`src/jlex_pkg.sv`:
```
`timescale 1ns / 1ps
// ----------------------------------------------------------------------------
// jlex_pkg: shared types and constants of the JSON lexer
// Token kinds, error codes, character codes, lexer modes, the item and
// result structs and the literal spelling table.
// ----------------------------------------------------------------------------
package jlex_pkg;

    // Counter width default and output field widths
    localparam int CNT_BITS_DEF = 24;
    localparam int OUT_W        = 24;
    localparam int S_DATA_W     = 8;
    localparam int S_USER_W     = 1;
    localparam int M_DATA_W     = 80;
    localparam int M_USER_W     = 4;
    localparam int RES_DEPTH    = 4;

    // Token kinds
    localparam logic [3:0] KIND_LBRACE   = 4'd0;
    localparam logic [3:0] KIND_RBRACE   = 4'd1;
    localparam logic [3:0] KIND_LBRACKET = 4'd2;
    localparam logic [3:0] KIND_RBRACKET = 4'd3;
    localparam logic [3:0] KIND_COMMA    = 4'd4;
    localparam logic [3:0] KIND_COLON    = 4'd5;
    localparam logic [3:0] KIND_INT      = 4'd6;
    localparam logic [3:0] KIND_FLOAT    = 4'd7;
    localparam logic [3:0] KIND_STRING   = 4'd8;
    localparam logic [3:0] KIND_NULL     = 4'd9;
    localparam logic [3:0] KIND_TRUE     = 4'd10;
    localparam logic [3:0] KIND_FALSE    = 4'd11;
    localparam logic [3:0] KIND_EOF      = 4'd12;
    localparam logic [3:0] KIND_ERROR    = 4'd13;

    // Error codes
    localparam logic [2:0] ERR_NONE       = 3'd0;
    localparam logic [2:0] ERR_MINUS      = 3'd1;
    localparam logic [2:0] ERR_DIGIT      = 3'd2;
    localparam logic [2:0] ERR_LITERAL    = 3'd3;
    localparam logic [2:0] ERR_UNTERM_STR = 3'd4;
    localparam logic [2:0] ERR_ESCAPE     = 3'd5;
    localparam logic [2:0] ERR_INVALID    = 3'd6;

    // Literal table indexes
    localparam logic [1:0] LIT_NULL  = 2'd0;
    localparam logic [1:0] LIT_TRUE  = 2'd1;
    localparam logic [1:0] LIT_FALSE = 2'd2;

    // Character codes
    localparam logic [7:0] CH_TAB      = 8'h09;
    localparam logic [7:0] CH_LF       = 8'h0A;
    localparam logic [7:0] CH_VT       = 8'h0B;
    localparam logic [7:0] CH_FF       = 8'h0C;
    localparam logic [7:0] CH_CR       = 8'h0D;
    localparam logic [7:0] CH_SPACE    = 8'h20;
    localparam logic [7:0] CH_QUOTE    = 8'h22;
    localparam logic [7:0] CH_PLUS     = 8'h2B;
    localparam logic [7:0] CH_COMMA    = 8'h2C;
    localparam logic [7:0] CH_MINUS    = 8'h2D;
    localparam logic [7:0] CH_DOT      = 8'h2E;
    localparam logic [7:0] CH_SLASH    = 8'h2F;
    localparam logic [7:0] CH_0        = 8'h30;
    localparam logic [7:0] CH_9        = 8'h39;
    localparam logic [7:0] CH_COLON    = 8'h3A;
    localparam logic [7:0] CH_UP_E     = 8'h45;
    localparam logic [7:0] CH_LBRACKET = 8'h5B;
    localparam logic [7:0] CH_BSLASH   = 8'h5C;
    localparam logic [7:0] CH_RBRACKET = 8'h5D;
    localparam logic [7:0] CH_LOW_B    = 8'h62;
    localparam logic [7:0] CH_LOW_E    = 8'h65;
    localparam logic [7:0] CH_LOW_F    = 8'h66;
    localparam logic [7:0] CH_LOW_N    = 8'h6E;
    localparam logic [7:0] CH_LOW_R    = 8'h72;
    localparam logic [7:0] CH_LOW_T    = 8'h74;
    localparam logic [7:0] CH_LOW_U    = 8'h75;
    localparam logic [7:0] CH_LBRACE   = 8'h7B;
    localparam logic [7:0] CH_RBRACE   = 8'h7D;

    // Lexer modes
    typedef enum logic [3:0] {
        MODE_IDLE,
        MODE_MINUS,
        MODE_INT,
        MODE_FRAC_FIRST,
        MODE_FRAC,
        MODE_EXP_SIGN,
        MODE_EXP_FIRST,
        MODE_EXP,
        MODE_LIT,
        MODE_STR,
        MODE_STR_ESC
    } mode_t;

    // One input item
    typedef struct packed {
        logic [7:0] byte_value;
        logic       end_of_input;
    } item_t;

    // One result item
    typedef struct packed {
        logic [3:0]       token_kind;
        logic [2:0]       error_code;
        logic [OUT_W-1:0] line_number;
        logic [OUT_W-1:0] column_number;
        logic [OUT_W-1:0] token_length;
        logic             last_of_run;
    } res_t;

    // Length of a literal in characters
    function automatic logic [2:0] lit_len(input logic [1:0] idx);
        logic [2:0] len;
        len = (idx == LIT_FALSE) ? 3'd5 : 3'd4;
        return len;
    endfunction

    // Character of a literal at a position; zero past its end
    function automatic logic [7:0] lit_char(input logic [1:0] idx, input logic [2:0] pos);
        logic [7:0] ch;
        ch = 8'h00;
        case (idx)
            LIT_NULL:
                case (pos)
                    3'd0: ch = "n";
                    3'd1: ch = "u";
                    3'd2: ch = "l";
                    3'd3: ch = "l";
                    default: ch = 8'h00;
                endcase
            LIT_TRUE:
                case (pos)
                    3'd0: ch = "t";
                    3'd1: ch = "r";
                    3'd2: ch = "u";
                    3'd3: ch = "e";
                    default: ch = 8'h00;
                endcase
            LIT_FALSE:
                case (pos)
                    3'd0: ch = "f";
                    3'd1: ch = "a";
                    3'd2: ch = "l";
                    3'd3: ch = "s";
                    3'd4: ch = "e";
                    default: ch = 8'h00;
                endcase
            default: ch = 8'h00;
        endcase
        return ch;
    endfunction

endpackage

```
`src/jlex_core.sv`:
```
`timescale 1ns / 1ps
// ----------------------------------------------------------------------------
// jlex_core: lexer state and per-item transition
// Holds mode, literal position, pending kind, line, column, length and the
// sticky error flag; decodes one item into up to two results in one pass.
// ----------------------------------------------------------------------------
module jlex_core #(
    parameter int CNT_W = jlex_pkg::CNT_BITS_DEF
) (
    input  logic           clk,
    input  logic           rst_n,
    input  logic           item_valid,
    input  jlex_pkg::item_t item,
    output jlex_pkg::res_t res0,
    output jlex_pkg::res_t res1,
    output logic [1:0]     res_cnt
);
    import jlex_pkg::*;

    localparam logic [CNT_W-1:0] CNT_ONE  = CNT_W'(1);
    localparam logic [CNT_W-1:0] CNT_FOUR = CNT_W'(4);

    mode_t            mode_reg, mode_next;
    logic [2:0]       lit_pos_reg, lit_pos_next;
    logic [3:0]       pend_reg, pend_next;
    logic [CNT_W-1:0] line_reg, line_next;
    logic [CNT_W-1:0] col_reg, col_next;
    logic [CNT_W-1:0] len_reg, len_next;
    logic             err_reg, err_next;

    logic [CNT_W-1:0] col_sum;
    logic [CNT_W-1:0] col_fin;
    logic [CNT_W-1:0] len_grow;
    logic [CNT_W-1:0] col_base;
    logic [7:0]       b;
    logic             is_digit;
    logic             is_e;
    logic             esc_ok;
    logic [3:0]       lit_off;
    logic [1:0]       lit_idx;
    logic [2:0]       lit_pos_inc;
    logic             num_end;
    logic             run_idle;
    logic             ir_v;
    res_t             ir;
    res_t             r0;
    res_t             r1;
    logic [1:0]       cnt;

    function automatic logic [CNT_W-1:0] sat_add(input logic [CNT_W-1:0] x,
                                                 input logic [CNT_W-1:0] y);
        logic [CNT_W:0] s;
        s = {1'b0, x} + {1'b0, y};
        return s[CNT_W] ? {CNT_W{1'b1}} : s[CNT_W-1:0];
    endfunction

    // x + y + 1, saturating
    function automatic logic [CNT_W-1:0] sat_add1(input logic [CNT_W-1:0] x,
                                                  input logic [CNT_W-1:0] y);
        logic [CNT_W+1:0] s;
        s = {2'b00, x} + {2'b00, y} + (CNT_W+2)'(1);
        return (s[CNT_W+1:CNT_W] != 2'b00) ? {CNT_W{1'b1}} : s[CNT_W-1:0];
    endfunction

    function automatic res_t mk_res(input logic [3:0] kind, input logic [2:0] code,
                                    input logic [CNT_W-1:0] line,
                                    input logic [CNT_W-1:0] col,
                                    input logic [CNT_W-1:0] len);
        res_t r;
        r.token_kind    = kind;
        r.error_code    = code;
        r.line_number   = OUT_W'(line);
        r.column_number = OUT_W'(col);
        r.token_length  = OUT_W'(len);
        r.last_of_run   = 1'b0;
        return r;
    endfunction

    // Shared sums and byte classes
    assign b        = item.byte_value;
    assign col_sum  = sat_add(col_reg, len_reg);
    assign col_fin  = sat_add1(col_reg, len_reg);
    assign len_grow = sat_add(len_reg, CNT_ONE);
    assign is_digit = (b >= CH_0) && (b <= CH_9);
    assign is_e     = (b == CH_LOW_E) || (b == CH_UP_E);
    assign esc_ok   = (b == CH_LOW_U) || (b == CH_QUOTE) || (b == CH_BSLASH) ||
                      (b == CH_SLASH) || (b == CH_LOW_B) || (b == CH_LOW_F) ||
                      (b == CH_LOW_N) || (b == CH_LOW_R) || (b == CH_LOW_T);
    assign lit_off  = pend_reg - KIND_NULL;
    assign lit_idx  = (lit_off > 4'd2) ? LIT_NULL : lit_off[1:0];
    assign lit_pos_inc = lit_pos_reg + 3'd1;

    // Decode one item: next state and up to two results
    always_comb
    begin
        mode_next    = mode_reg;
        lit_pos_next = lit_pos_reg;
        pend_next    = pend_reg;
        line_next    = line_reg;
        col_next     = col_reg;
        len_next     = len_reg;
        err_next     = err_reg;
        r0           = '0;
        r1           = '0;
        ir           = '0;
        ir_v         = 1'b0;
        cnt          = 2'd0;
        num_end      = 1'b0;
        run_idle     = 1'b0;
        col_base     = col_reg;

        if (!err_reg)
        begin
            if (item.end_of_input)
            begin
                // End mark: end of file, after closing an open number, or reject an unfinished token
                mode_next = MODE_IDLE;
                unique case (mode_reg)
                    MODE_MINUS:
                    begin
                        r0 = mk_res(KIND_ERROR, ERR_MINUS, line_reg, col_reg, '0);
                        cnt = 2'd1;
                        err_next = 1'b1;
                    end
                    MODE_INT, MODE_FRAC, MODE_EXP:
                    begin
                        r0 = mk_res(pend_reg, ERR_NONE, line_reg, col_reg, len_reg);
                        r1 = mk_res(KIND_EOF, ERR_NONE, line_reg, col_sum, '0);
                        cnt = 2'd2;
                        col_next = col_sum;
                        len_next = '0;
                    end
                    MODE_FRAC_FIRST, MODE_EXP_SIGN, MODE_EXP_FIRST:
                    begin
                        r0 = mk_res(KIND_ERROR, ERR_DIGIT, line_reg, col_reg, '0);
                        cnt = 2'd1;
                        err_next = 1'b1;
                    end
                    MODE_LIT:
                    begin
                        r0 = mk_res(KIND_ERROR, ERR_LITERAL, line_reg, col_reg, '0);
                        cnt = 2'd1;
                        err_next = 1'b1;
                    end
                    MODE_STR:
                    begin
                        r0 = mk_res(KIND_ERROR, ERR_UNTERM_STR, line_reg, col_reg, '0);
                        cnt = 2'd1;
                        err_next = 1'b1;
                    end
                    MODE_STR_ESC:
                    begin
                        r0 = mk_res(KIND_ERROR, ERR_ESCAPE, line_reg, col_fin, '0);
                        cnt = 2'd1;
                        err_next = 1'b1;
                    end
                    default:
                    begin
                        r0 = mk_res(KIND_EOF, ERR_NONE, line_reg, col_reg, '0);
                        cnt = 2'd1;
                    end
                endcase
            end
            else
            begin
                // Byte inside or outside a token
                unique case (mode_reg)
                    MODE_MINUS:
                        if (is_digit)
                        begin
                            len_next = len_grow;
                            mode_next = MODE_INT;
                        end
                        else
                        begin
                            r0 = mk_res(KIND_ERROR, ERR_MINUS, line_reg, col_reg, '0);
                            cnt = 2'd1;
                            err_next = 1'b1;
                        end
                    MODE_INT:
                        if (is_digit)
                        begin
                            len_next = len_grow;
                        end
                        else if (b == CH_DOT)
                        begin
                            pend_next = KIND_FLOAT;
                            len_next = len_grow;
                            mode_next = MODE_FRAC_FIRST;
                        end
                        else if (is_e)
                        begin
                            pend_next = KIND_FLOAT;
                            len_next = len_grow;
                            mode_next = MODE_EXP_SIGN;
                        end
                        else
                        begin
                            num_end = 1'b1;
                        end
                    MODE_FRAC:
                        if (is_digit)
                        begin
                            len_next = len_grow;
                        end
                        else if (is_e)
                        begin
                            len_next = len_grow;
                            mode_next = MODE_EXP_SIGN;
                        end
                        else
                        begin
                            num_end = 1'b1;
                        end
                    MODE_EXP:
                        if (is_digit)
                        begin
                            len_next = len_grow;
                        end
                        else
                        begin
                            num_end = 1'b1;
                        end
                    MODE_FRAC_FIRST:
                        if (is_digit)
                        begin
                            len_next = len_grow;
                            mode_next = MODE_FRAC;
                        end
                        else
                        begin
                            r0 = mk_res(KIND_ERROR, ERR_DIGIT, line_reg, col_reg, '0);
                            cnt = 2'd1;
                            err_next = 1'b1;
                        end
                    MODE_EXP_SIGN:
                        if ((b == CH_PLUS) || (b == CH_MINUS))
                        begin
                            len_next = len_grow;
                            mode_next = MODE_EXP_FIRST;
                        end
                        else if (is_digit)
                        begin
                            len_next = len_grow;
                            mode_next = MODE_EXP;
                        end
                        else
                        begin
                            r0 = mk_res(KIND_ERROR, ERR_DIGIT, line_reg, col_reg, '0);
                            cnt = 2'd1;
                            err_next = 1'b1;
                        end
                    MODE_EXP_FIRST:
                        if (is_digit)
                        begin
                            len_next = len_grow;
                            mode_next = MODE_EXP;
                        end
                        else
                        begin
                            r0 = mk_res(KIND_ERROR, ERR_DIGIT, line_reg, col_reg, '0);
                            cnt = 2'd1;
                            err_next = 1'b1;
                        end
                    MODE_LIT:
                        if ((lit_pos_reg >= lit_len(lit_idx)) ||
                            (b != lit_char(lit_idx, lit_pos_reg)))
                        begin
                            r0 = mk_res(KIND_ERROR, ERR_LITERAL, line_reg, col_reg, '0);
                            cnt = 2'd1;
                            err_next = 1'b1;
                        end
                        else
                        begin
                            len_next = len_grow;
                            lit_pos_next = lit_pos_inc;
                            if (lit_pos_inc >= lit_len(lit_idx))
                            begin
                                r0 = mk_res(pend_reg, ERR_NONE, line_reg, col_reg, len_grow);
                                cnt = 2'd1;
                                col_next = col_fin;
                                len_next = '0;
                                mode_next = MODE_IDLE;
                            end
                        end
                    MODE_STR:
                    begin
                        len_next = len_grow;
                        mode_next = (b == CH_BSLASH) ? MODE_STR_ESC : MODE_STR;
                        if (b == CH_QUOTE)
                        begin
                            r0 = mk_res(KIND_STRING, ERR_NONE, line_reg, col_reg, len_grow);
                            cnt = 2'd1;
                            col_next = col_fin;
                            len_next = '0;
                            mode_next = MODE_IDLE;
                        end
                    end
                    MODE_STR_ESC:
                    begin
                        len_next = len_grow;
                        mode_next = MODE_STR;
                        if (!esc_ok)
                        begin
                            r0 = mk_res(KIND_ERROR, ERR_ESCAPE, line_reg, col_fin, '0);
                            cnt = 2'd1;
                            err_next = 1'b1;
                        end
                    end
                    default:
                        run_idle = 1'b1;
                endcase

                // Close a number on the byte after it
                if (num_end)
                begin
                    r0 = mk_res(pend_reg, ERR_NONE, line_reg, col_reg, len_reg);
                    cnt = 2'd1;
                    run_idle = 1'b1;
                    col_base = col_sum;
                end

                // Byte between tokens
                if (run_idle)
                begin
                    mode_next = MODE_IDLE;
                    col_next = col_base;
                    len_next = '0;
                    case (b) inside
                        CH_LF:
                        begin
                            line_next = sat_add(line_reg, CNT_ONE);
                            col_next = CNT_ONE;
                        end
                        CH_TAB:
                            col_next = sat_add(col_base, CNT_FOUR);
                        CH_SPACE, CH_VT, CH_FF, CH_CR:
                            col_next = sat_add(col_base, CNT_ONE);
                        CH_LBRACE, CH_RBRACE, CH_LBRACKET, CH_RBRACKET, CH_COMMA,
                        CH_COLON:
                        begin
                            ir = mk_res(KIND_LBRACE, ERR_NONE, line_reg, col_base, CNT_ONE);
                            case (b)
                                CH_RBRACE:   ir.token_kind = KIND_RBRACE;
                                CH_LBRACKET: ir.token_kind = KIND_LBRACKET;
                                CH_RBRACKET: ir.token_kind = KIND_RBRACKET;
                                CH_COMMA:    ir.token_kind = KIND_COMMA;
                                CH_COLON:    ir.token_kind = KIND_COLON;
                                default:     ir.token_kind = KIND_LBRACE;
                            endcase
                            ir_v = 1'b1;
                            col_next = sat_add(col_base, CNT_ONE);
                        end
                        [CH_0:CH_9], CH_MINUS:
                        begin
                            mode_next = (b == CH_MINUS) ? MODE_MINUS : MODE_INT;
                            pend_next = KIND_INT;
                            len_next = CNT_ONE;
                            lit_pos_next = 3'd1;
                        end
                        CH_QUOTE:
                        begin
                            mode_next = MODE_STR;
                            pend_next = KIND_STRING;
                            len_next = CNT_ONE;
                            lit_pos_next = 3'd1;
                        end
                        CH_LOW_N, CH_LOW_T, CH_LOW_F:
                        begin
                            mode_next = MODE_LIT;
                            pend_next = (b == CH_LOW_N) ? KIND_NULL :
                                        (b == CH_LOW_T) ? KIND_TRUE : KIND_FALSE;
                            len_next = CNT_ONE;
                            lit_pos_next = 3'd1;
                        end
                        default:
                        begin
                            ir = mk_res(KIND_ERROR, ERR_INVALID, line_reg, col_base, '0);
                            ir_v = 1'b1;
                            err_next = 1'b1;
                        end
                    endcase
                    if (ir_v)
                    begin
                        if (num_end)
                            r1 = ir;
                        else
                            r0 = ir;
                        cnt = cnt + 2'd1;
                    end
                end
            end
        end

        // Mark the final result of the item
        if (cnt == 2'd1)
            r0.last_of_run = 1'b1;
        if (cnt == 2'd2)
            r1.last_of_run = 1'b1;
    end

    assign res0    = r0;
    assign res1    = r1;
    assign res_cnt = cnt;

    // Advance the lexer state on each processed item
    always_ff @(posedge clk or negedge rst_n)
    begin
        if (!rst_n)
        begin
            mode_reg    <= MODE_IDLE;
            lit_pos_reg <= 3'd0;
            pend_reg    <= 4'd0;
            line_reg    <= CNT_ONE;
            col_reg     <= CNT_ONE;
            len_reg     <= '0;
            err_reg     <= 1'b0;
        end
        else if (item_valid)
        begin
            mode_reg    <= mode_next;
            lit_pos_reg <= lit_pos_next;
            pend_reg    <= pend_next;
            line_reg    <= line_next;
            col_reg     <= col_next;
            len_reg     <= len_next;
            err_reg     <= err_next;
        end
    end

    // A stopped lexer produces nothing
    a_stop_silent: assert property (@(posedge clk) disable iff (!rst_n)
        err_reg |-> res_cnt == 2'd0)
        else $error("results produced after a sticky error");

    // An open token always has a nonzero length
    a_open_len: assert property (@(posedge clk) disable iff (!rst_n)
        (mode_reg != MODE_IDLE) |-> (len_reg != '0))
        else $error("open token with zero length");

    // Line and column never drop to zero
    a_pos_nonzero: assert property (@(posedge clk) disable iff (!rst_n)
        (line_reg != '0) && (col_reg != '0))
        else $error("line or column counter reached zero");

endmodule

```
`src/jlex_res_buf.sv`:
```
`timescale 1ns / 1ps
// ----------------------------------------------------------------------------
// jlex_res_buf: result queue
// Four-entry queue that takes up to two results per cycle while it has room
// and hands one result per cycle to the output channel while it is ready.
// ----------------------------------------------------------------------------
module jlex_res_buf (
    input  logic           clk,
    input  logic           rst_n,
    input  logic           push,
    input  jlex_pkg::res_t res0,
    input  jlex_pkg::res_t res1,
    input  logic [1:0]     res_cnt,
    output logic           room,
    output logic           head_valid,
    input  logic           head_ready,
    output jlex_pkg::res_t head
);
    import jlex_pkg::*;

    localparam int PTR_W = $clog2(RES_DEPTH);
    localparam int CNT_W = $clog2(RES_DEPTH + 1);
    localparam logic [CNT_W-1:0] ROOM_MAX = CNT_W'(RES_DEPTH - 2);

    res_t             fifo_reg [RES_DEPTH];
    logic [PTR_W-1:0] wr_ptr_reg, wr_ptr_next;
    logic [PTR_W-1:0] rd_ptr_reg, rd_ptr_next;
    logic [CNT_W-1:0] count_reg, count_next;
    logic [1:0]       push_cnt;
    logic             pop;
    logic [PTR_W-1:0] wr_ptr_inc;

    assign push_cnt   = push ? res_cnt : 2'd0;
    assign pop        = head_valid && head_ready;
    assign head_valid = (count_reg != '0);
    assign head       = fifo_reg[rd_ptr_reg];
    assign room       = (count_reg <= ROOM_MAX);
    assign wr_ptr_inc = wr_ptr_reg + PTR_W'(1);

    // Pointer and fill bookkeeping
    always_comb
    begin
        wr_ptr_next = wr_ptr_reg + PTR_W'(push_cnt);
        rd_ptr_next = rd_ptr_reg + PTR_W'(pop);
        count_next  = count_reg + CNT_W'(push_cnt) - CNT_W'(pop);
    end

    always_ff @(posedge clk or negedge rst_n)
    begin
        if (!rst_n)
        begin
            wr_ptr_reg <= '0;
            rd_ptr_reg <= '0;
            count_reg  <= '0;
        end
        else
        begin
            wr_ptr_reg <= wr_ptr_next;
            rd_ptr_reg <= rd_ptr_next;
            count_reg  <= count_next;
        end
    end

    // Store the results of the item
    always_ff @(posedge clk)
    begin
        if (push_cnt != 2'd0)
            fifo_reg[wr_ptr_reg] <= res0;
        if (push_cnt == 2'd2)
            fifo_reg[wr_ptr_inc] <= res1;
    end

    // Fill level stays within the queue
    a_fill_bound: assert property (@(posedge clk) disable iff (!rst_n)
        count_reg <= CNT_W'(RES_DEPTH))
        else $error("result queue overfilled");

    // Results arrive only when two slots are free
    a_push_room: assert property (@(posedge clk) disable iff (!rst_n)
        (push_cnt != 2'd0) |-> room)
        else $error("results pushed without room");

    // A lone pop drains exactly one entry
    a_pop_drain: assert property (@(posedge clk) disable iff (!rst_n)
        (pop && (push_cnt == 2'd0)) |=> (count_reg == $past(count_reg) - CNT_W'(1)))
        else $error("fill level wrong after pop");

endmodule

```
`src/json_lexer.sv`:
```
`timescale 1ns / 1ps
// ----------------------------------------------------------------------------
// json_lexer: streaming JSON tokenizer
// Turns a byte stream into JSON tokens with start line, start column and
// length; reports the first error and then stays silent until reset.
//
//   channel   direction   handshake            payload
//   s_*       in          s_tvalid/s_tready    byte_value, end_of_input
//   m_*       out         m_tvalid/m_tready    token result, m_tlast per item
//
// One item is taken per cycle while the result queue has room; its results
// pass through the input register and then the result queue.
// The output sends one result per cycle while m_tready is high; an item
// with two results (a number closed by a punctuation or invalid byte, or
// a number then end of file) is absorbed by the four-entry result queue.
// Reset returns the lexer to line 1, column 1 with no token open; no
// clearing pass follows. A stalled output fills the queue and then holds
// s_tready low.
// ----------------------------------------------------------------------------
module json_lexer #(
    parameter int COUNTER_BITS = jlex_pkg::CNT_BITS_DEF
) (
    input  logic                          clk,
    input  logic                          rst_n,
    input  logic                          s_tvalid,
    output logic                          s_tready,
    input  logic [jlex_pkg::S_DATA_W-1:0] s_tdata,  // [7:0] byte_value
    input  logic [jlex_pkg::S_USER_W-1:0] s_tuser,  // [0] end_of_input
    output logic                          m_tvalid,
    input  logic                          m_tready,
    // [2:0] error_code, [26:3] line_number, [50:27] column_number,
    // [74:51] token_length, [79:75] zero
    output logic [jlex_pkg::M_DATA_W-1:0] m_tdata,
    output logic [jlex_pkg::M_USER_W-1:0] m_tuser,  // [3:0] token_kind
    output logic                          m_tlast   // last_of_run
);
    import jlex_pkg::*;

    localparam int PAD_W = M_DATA_W - 3 - 3 * OUT_W;

    logic  in_valid_reg, in_valid_next;
    item_t item_reg;
    logic  s_accept;
    logic  advance;
    logic  room;
    res_t  res0;
    res_t  res1;
    logic [1:0] res_cnt;
    res_t  head;

    // Input register: take a new item when none is held or the held one moves on
    assign s_tready = !in_valid_reg || room;
    assign s_accept = s_tvalid && s_tready;
    assign advance  = in_valid_reg && room;

    always_comb
    begin
        in_valid_next = in_valid_reg;
        if (s_accept)
            in_valid_next = 1'b1;
        else if (advance)
            in_valid_next = 1'b0;
    end

    always_ff @(posedge clk or negedge rst_n)
    begin
        if (!rst_n)
            in_valid_reg <= 1'b0;
        else
            in_valid_reg <= in_valid_next;
    end

    always_ff @(posedge clk)
    begin
        if (s_accept)
        begin
            item_reg.byte_value   <= s_tdata[7:0];
            item_reg.end_of_input <= s_tuser[0];
        end
    end

    // Lexer state and decode
    jlex_core #(
        .CNT_W (COUNTER_BITS)
    ) u_core (
        .clk        (clk),
        .rst_n      (rst_n),
        .item_valid (advance),
        .item       (item_reg),
        .res0       (res0),
        .res1       (res1),
        .res_cnt    (res_cnt)
    );

    // Result queue
    jlex_res_buf u_res_buf (
        .clk        (clk),
        .rst_n      (rst_n),
        .push       (advance),
        .res0       (res0),
        .res1       (res1),
        .res_cnt    (res_cnt),
        .room       (room),
        .head_valid (m_tvalid),
        .head_ready (m_tready),
        .head       (head)
    );

    // Pack the head result onto the output channel
    assign m_tdata = {{PAD_W{1'b0}}, head.token_length, head.column_number,
                      head.line_number, head.error_code};
    assign m_tuser = head.token_kind;
    assign m_tlast = head.last_of_run;

endmodule
```
`config.mk`:
```
export PLATFORM = sky130hd
export DESIGN_NAME = json_lexer
export DESIGN_NICKNAME = d
export VERILOG_FILES = /design/src/jlex_pkg.sv /design/src/jlex_core.sv /design/src/jlex_res_buf.sv /design/src/json_lexer.sv
export SDC_FILE = /design/constraint.sdc
export NUM_CORES = 1
export LEC_CHECK = 0
export ABC_AREA = 1
export BUFFER_PORTS_ARGS = -buffer_cell sky130_fd_sc_hd__buf_4
export CAP_MARGIN = 20
export CORE_UTILIZATION = 60
export DETAILED_ROUTE_END_ITERATION = 6
export PLACE_DENSITY = 0.74
export SETUP_SLACK_MARGIN = 0.2
export SYNTH_ARGS = -nofsm -noshare
export SYNTH_HDL_FRONTEND = slang
export SYNTH_SLANG_ARGS = --single-unit
```
`constraint.sdc`:
```
create_clock -name clk -period 13.3 [get_ports clk]
set_input_delay 0.665 -clock clk [delete_from_list [all_inputs] [get_ports clk]]
set_output_delay 0.665 -clock clk [all_outputs]
set_load 0.02 [all_outputs]
```
* Word level (Yosys, flattened, before mapping)
Memory sizes are Yosys's and may differ from the RTL's.
Index checks and enable logic that the tools add are counted.
** Storage, ports and cells
- Flip-flop bits (word level) :: 101
- Bits in writable memories :: 320
- Bits of input ports :: 13
- Output and inout port bits :: 87
- Logic and storage cells :: 320
- Memories :: 1
** Cells by class
- Add/subtract/negate cells :: 15
- $lt $le $gt $ge :: 6
- Equality and inequality tests :: 54
- Multiplexer cells :: 186
- Bitwise logic cells :: 2
- Reductions and logical operators :: 43
** Memory list
- u_res_buf.fifo_reg :: depth 4, bits a word 80, read ports 1, clocked after Yosys merged registers in 0, write ports 2, RTL line jlex_res_buf.sv:25 : res_t fifo_reg [RES_DEPTH];
** Operator list (number)
- two-way mux 80 bit :: 26
- case mux 80 bit (6 select lines) :: 2
- two-way mux 24 bit :: 37
- case mux 24 bit (7 select lines) :: 1
- two-way mux 4 bit :: 33
- equality test 8 x 7 -> 1 bit (second input constant) :: 13
- adder 24 x 1 -> 25 bit (second input constant) :: 3
- equality test 8 x 6 -> 1 bit (second input constant) :: 8
- adder 24 x 24 -> 25 bit :: 2
- two-way mux 1 bit :: 50
- case mux 24 bit (2 select lines) :: 1
- equality test 8 x 4 -> 1 bit (second input constant) :: 5
- case mux 4 bit (9 select lines) :: 1
- case mux 7 bit (5 select lines) :: 1
- two-way mux 3 bit :: 10
- two-way mux 2 bit :: 14
- case mux 7 bit (4 select lines) :: 1
- adder 26 x 1 -> 26 bit (second input constant) :: 1
- adder 24 x 3 -> 25 bit (second input constant) :: 1
- two-way mux 8 bit :: 3
- case mux 8 bit (3 select lines) :: 1
- case mux 7 bit (3 select lines) :: 1
- equality test 4 x 3 -> 1 bit (second input constant) :: 4
- inequality test 4 x 2 -> 1 bit (second input constant) :: 4
- other kinds (48) :: 83

* Longest topological paths before layout
- Depth after elaboration :: 24
- Gate-level depth with buffers :: 29
- Depth with buffers taken out :: 29

* Hierarchy
Synthesis repeated with hierarchy kept, for this count alone.
** Unflattened totals
- Cells, all modules :: 4569
- Area total of the unflattened synthesis :: 31765.5 um^2
** Modules (own cells, without submodules)
- jlex_res_buf :: times used 1, cells each 1706, area each 16149.2 um^2, sequential area each 9784.4 um^2
- jlex_core :: times used 1, cells each 2840, area each 15252.1 um^2, sequential area each 2104.5 um^2
- json_lexer :: times used 1, cells each 23, area each 364.1 um^2, sequential area each 295.3 um^2

* Least setup slack after synthesis
No wires, ideal clock.
- Path type :: flip-flop to flip-flop
- From :: reg item_reg[2] in the netlist's numbering
- To :: mem u_res_buf.fifo_reg[2][0] in the netlist's numbering, enable pin
- Setup time :: 0.415 ns
- Data arrival time :: 4.467 ns
- Data required time :: 12.885 ns
- Path slack :: 8.418 ns
- Cell stages (with the launch flop) :: 25
- Buffers on the path :: 7
- Period minus slack after synthesis :: 4.882 ns
- Cell sequence :: edfxtp_1 inv_2 nand2_1 nor3_1 nand3_1 o21ai_4 nand2_2 nand2_2 buf_6 buf_6 buf_6 buf_6 clkbuf_1 nand3_1 ha_1 nor2_1 nor2_1 nand2_1 nand2_2 nand2_4 nand2_8 nand2_4 buf_6 buf_4 nand2_1
** RTL lines
- start, declared :: RTL line json_lexer.sv:42 : item_t item_reg;
- end, declared :: RTL line jlex_res_buf.sv:25

==> impl_metrics.json <==
{
  "wirelength_um": 106200,
  "yosys_warnings": 0,
  "num_rows": 81,
  "fp.dieH_um": 226.1,
  "overflow": 0,
  "syn_area_um2": 30130,
  "cts_tree": "done",
  "rr_worst_depth": 19,
  "max_stage_delay_ps": 760,
  "slew_headroom_pct": 26.94,
  "nets": 4425,
  "dieWidth_um": 226.1,
  "start_util_pct": 61.18,
  "route.detailed.drc": 0,
  "status": "finished clean",
  "drv_slew": 0,
  "hpwlAfterDp_um": 73170,
  "antenna_found_initial": 1,
  "syn2layout_area_growth_pct": 7.254,
  "portBuffers": 94,
  "worstPathRequired_ps": 13520,
  "hold_violations": 0,
  "avgSynthCellArea_um2": 6.817,
  "ctsHoldBuffers": 0,
  "largest_reg_flops": 320,
  "fmax_mhz": 162.1,
  "min_period_ps": 6169,
  "grt_usage_pct": 41.21,
  "setup_viol": 0,
  "crit_cells": 19,
  "post_drt_wl_per_cell_um": 20.96,
  "path_class": "reg2reg",
  "vdd_drop_max_mv": 0.1229,
  "tns_ps": 0,
  "cts.clk_slew.worst_paths_ps": 70,
  "worstSkewPairLatency_ps": 610,
  "utilization_pct": 65.62,
  "synth_edf_count": 233,
  "cts.path.max_buffers": 3,
  "core_area_um2": 49250,
  "grt_max_degree": 102,
  "drtIter0Drc": 4911,
  "startpoint_type": "flop",
  "vias_per_cell": 6.245,
  "gp_congestion": 1.051,
  "worst_pin_slew_ps": 1089,
  "crit_arrival_ps": 6390,
  "grt_pass1_wl_um": 162600,
  "post_cts_resized": 0,
  "p_per_area_nw_per_um2": 187.1,
  "end_kind": "flop",
  "root_buffer": "clkbuf_16",
  "crit_family": "simple AND/OR/NAND/NOR gates",
  "skew_ps": 34.33,
  "antenna_cells": 0,
  "hold_ws_ps": 20.52,
  "drive_gt1_share_pct": 7.289,
  "path_cells": "inv_2 > nor2_4 > nand2_1 > nor2_2 > nor2_2 > nand2_2 > nand2_2 > a21oi_4 > nor2_2 > inv_2 > nor2_2 > inv_2 > o211ai_2 > nor2_4 > inv_2 > nand2_8 > nand2_4 > nand2_2 > buf_4",
  "synth_cell_type_count": 72,
  "critPathMaxFanout": 42,
  "yosysSeqAreaShare_pct": 37.25,
  "die-area_um2": 51120,
  "dr.pass1.iters": 6,
  "yosys_register_bits": 421,
  "clock_sinks": 421,
  "path_buf_inv": 5,
  "synth_flop_cell": "edfxtp_1",
  "num_vias": 31650,
  "cp_slowest_cell": "nor2_2",
  "grt_pass1_vias": 28377,
  "cts_htree_levels": 2,
  "cts_buffers": 46,
  "post-route-period-util_pct": 46.38,
  "worstHoldPathType": "in2async",
  "cts_setup_buffers": 0,
  "drv_cap": 0,
  "rsz0062_at_grt": "no",
  "p_leak_uw": 0.01418,
  "async_flop_share_pct": 21.85,
  "ios": 100,
  "antenna_left": 0,
  "synth_cells": 4420
}
==> cell type report <==
cell class / count / area (um2)
Fill cell: 4582 / 16940
Multi-Input combinational cell: 3337 / 16190
Sequential cell: 421 / 11230
Inverter: 428 / 1609
Clock buffer: 72 / 1330
Timing Repair Buffer: 133 / 1018
Tap cell: 664 / 830.8
Clock inverter: 13 / 116.4
==> kinds of logic (layout without fill, tap and decap cells) <==
logic type | count (synthesis) | after routing | share of synthesized area [%]
other | 1 | 5 | 0.01244
muxes | 1 | 1 | 0.03322
xor gates and xnor gates | 50 | 50 | 1.528
AOI/OAI and AO/OA | 1001 | 1001 | 18.54
and+or+nand+nor | 2235 | 2235 | 31.50
buffers and inverters | 666 | 646 | 9.222
adders and majority gates | 45 | 45 | 1.918
DFF | 421 | 421 | 37.25
==> metrics by stage <==
stage / area [um2] / total power (uW) / worst slack (ps) / instances
after floorplan: 30150 / 3669 / 8418 / 4424
after global placement: 30840 / 4692 / 7440 / 4982
after detailed placement: 30840 / 4708 / 7307 / 4982
after CTS: 32290 / 5940 / 7293 / 5067
after global routing: 32320 / 6347 / 6734 / 5068
final: 32320 / 6046 / 7131 / 5068
==> report_power, final <==
group / internal [uW] / leakage, uW / switching [uW]
Clock: 694 / 0.000704 / 554
Sequential: 1540 / 0.00417 / 235
Combinational: 913 / 0.00931 / 2110
Total: 3140 / 0.0142 / 2900
==> routing by layer <==
layer  part of all wire [%]  wire length (um)  vias up  GRT usage, %
li1                       -                 -    14813             -
met1                     40             42640    14495         57.31
met2                     43             45500     2091         61.65
met3                     13             14170      249         10.43
met4                    3.7              3905        2         15.34
met5                  0.013                14        -             0
==> synth_stat cells, types with 20 or more instances <==
library cell  count  area [um2]
nor3_1           33       165.2
inv_1           400        1501
dfxtp_1          96        1922
a21oi_1         235        1176
nand4_1          85       531.8
inv_2            23       86.33
ha_1             43       538.0
o22ai_1         200        1251
clkbuf_1        128       480.5
edfxtp_1        233        6997
buf_4            20       150.1
nand2_1        1153        4328
nor2_2           22       137.6
buf_2            53       265.3
nor2_1          505        1896
dfrtp_1          90        2252
xor2_1           38       332.8
nand3_1         366        1832
o21ai_0         447        2237
==> layout by cell type (no fill, tap or decap), types with 15 or more instances in the layout <==
| cell | synthesis | final |
|---|---|---|
| inv_2 | 23 | 25 |
| ha_1 | 43 | 43 |
| nand4_1 | 85 | 85 |
| clkbuf_16 | 0 | 46 |
| clkbuf_1 | 128 | 17 |
| inv_1 | 400 | 398 |
| nor3_1 | 33 | 33 |
| edfxtp_1 | 233 | 233 |
| nor2_1 | 505 | 505 |
| nand2_1 | 1153 | 1148 |
| buf_4 | 20 | 132 |
| nand3_1 | 366 | 365 |
| o211ai_1 | 15 | 15 |
| dfrtp_1 | 90 | 88 |
| nor2_2 | 22 | 22 |
| nand2_2 | 13 | 18 |
| o21ai_0 | 447 | 447 |
| xor2_1 | 38 | 38 |
| o21ai_1 | 18 | 18 |
| a21oi_1 | 235 | 234 |
| o22ai_1 | 200 | 200 |
| dfxtp_1 | 96 | 96 |
==> worst reg2reg max path, delay by kind of cell, from the launching register on <==
kind | cells | cell delay (ps)
buffers and inverters | 5 | 1170
and+or+nand+nor | 12 | 3310
AOI/OAI and AO/OA | 2 | 870
DFF | 1 | 410
==> final timing paths <==
path | from | slack (ps) | to
hold / removal | rst_n | 20 | u_core.len_reg[13]
min in group clk | s_tdata[3] | 240 | item_reg[4]
setup / recovery | u_core.mode_reg[2] | 7130 | u_res_buf.fifo_reg[2][79]
max in group asynchronous | rst_n | 11970 | u_core.line_reg[2]
setup reg to reg | u_core.mode_reg[2] | 7130 | u_res_buf.fifo_reg[2][79]
hold reg to reg | u_res_buf.fifo_reg[1][6] | 460 | u_res_buf.fifo_reg[1][6]
Power figures use the tool's default switching activity.
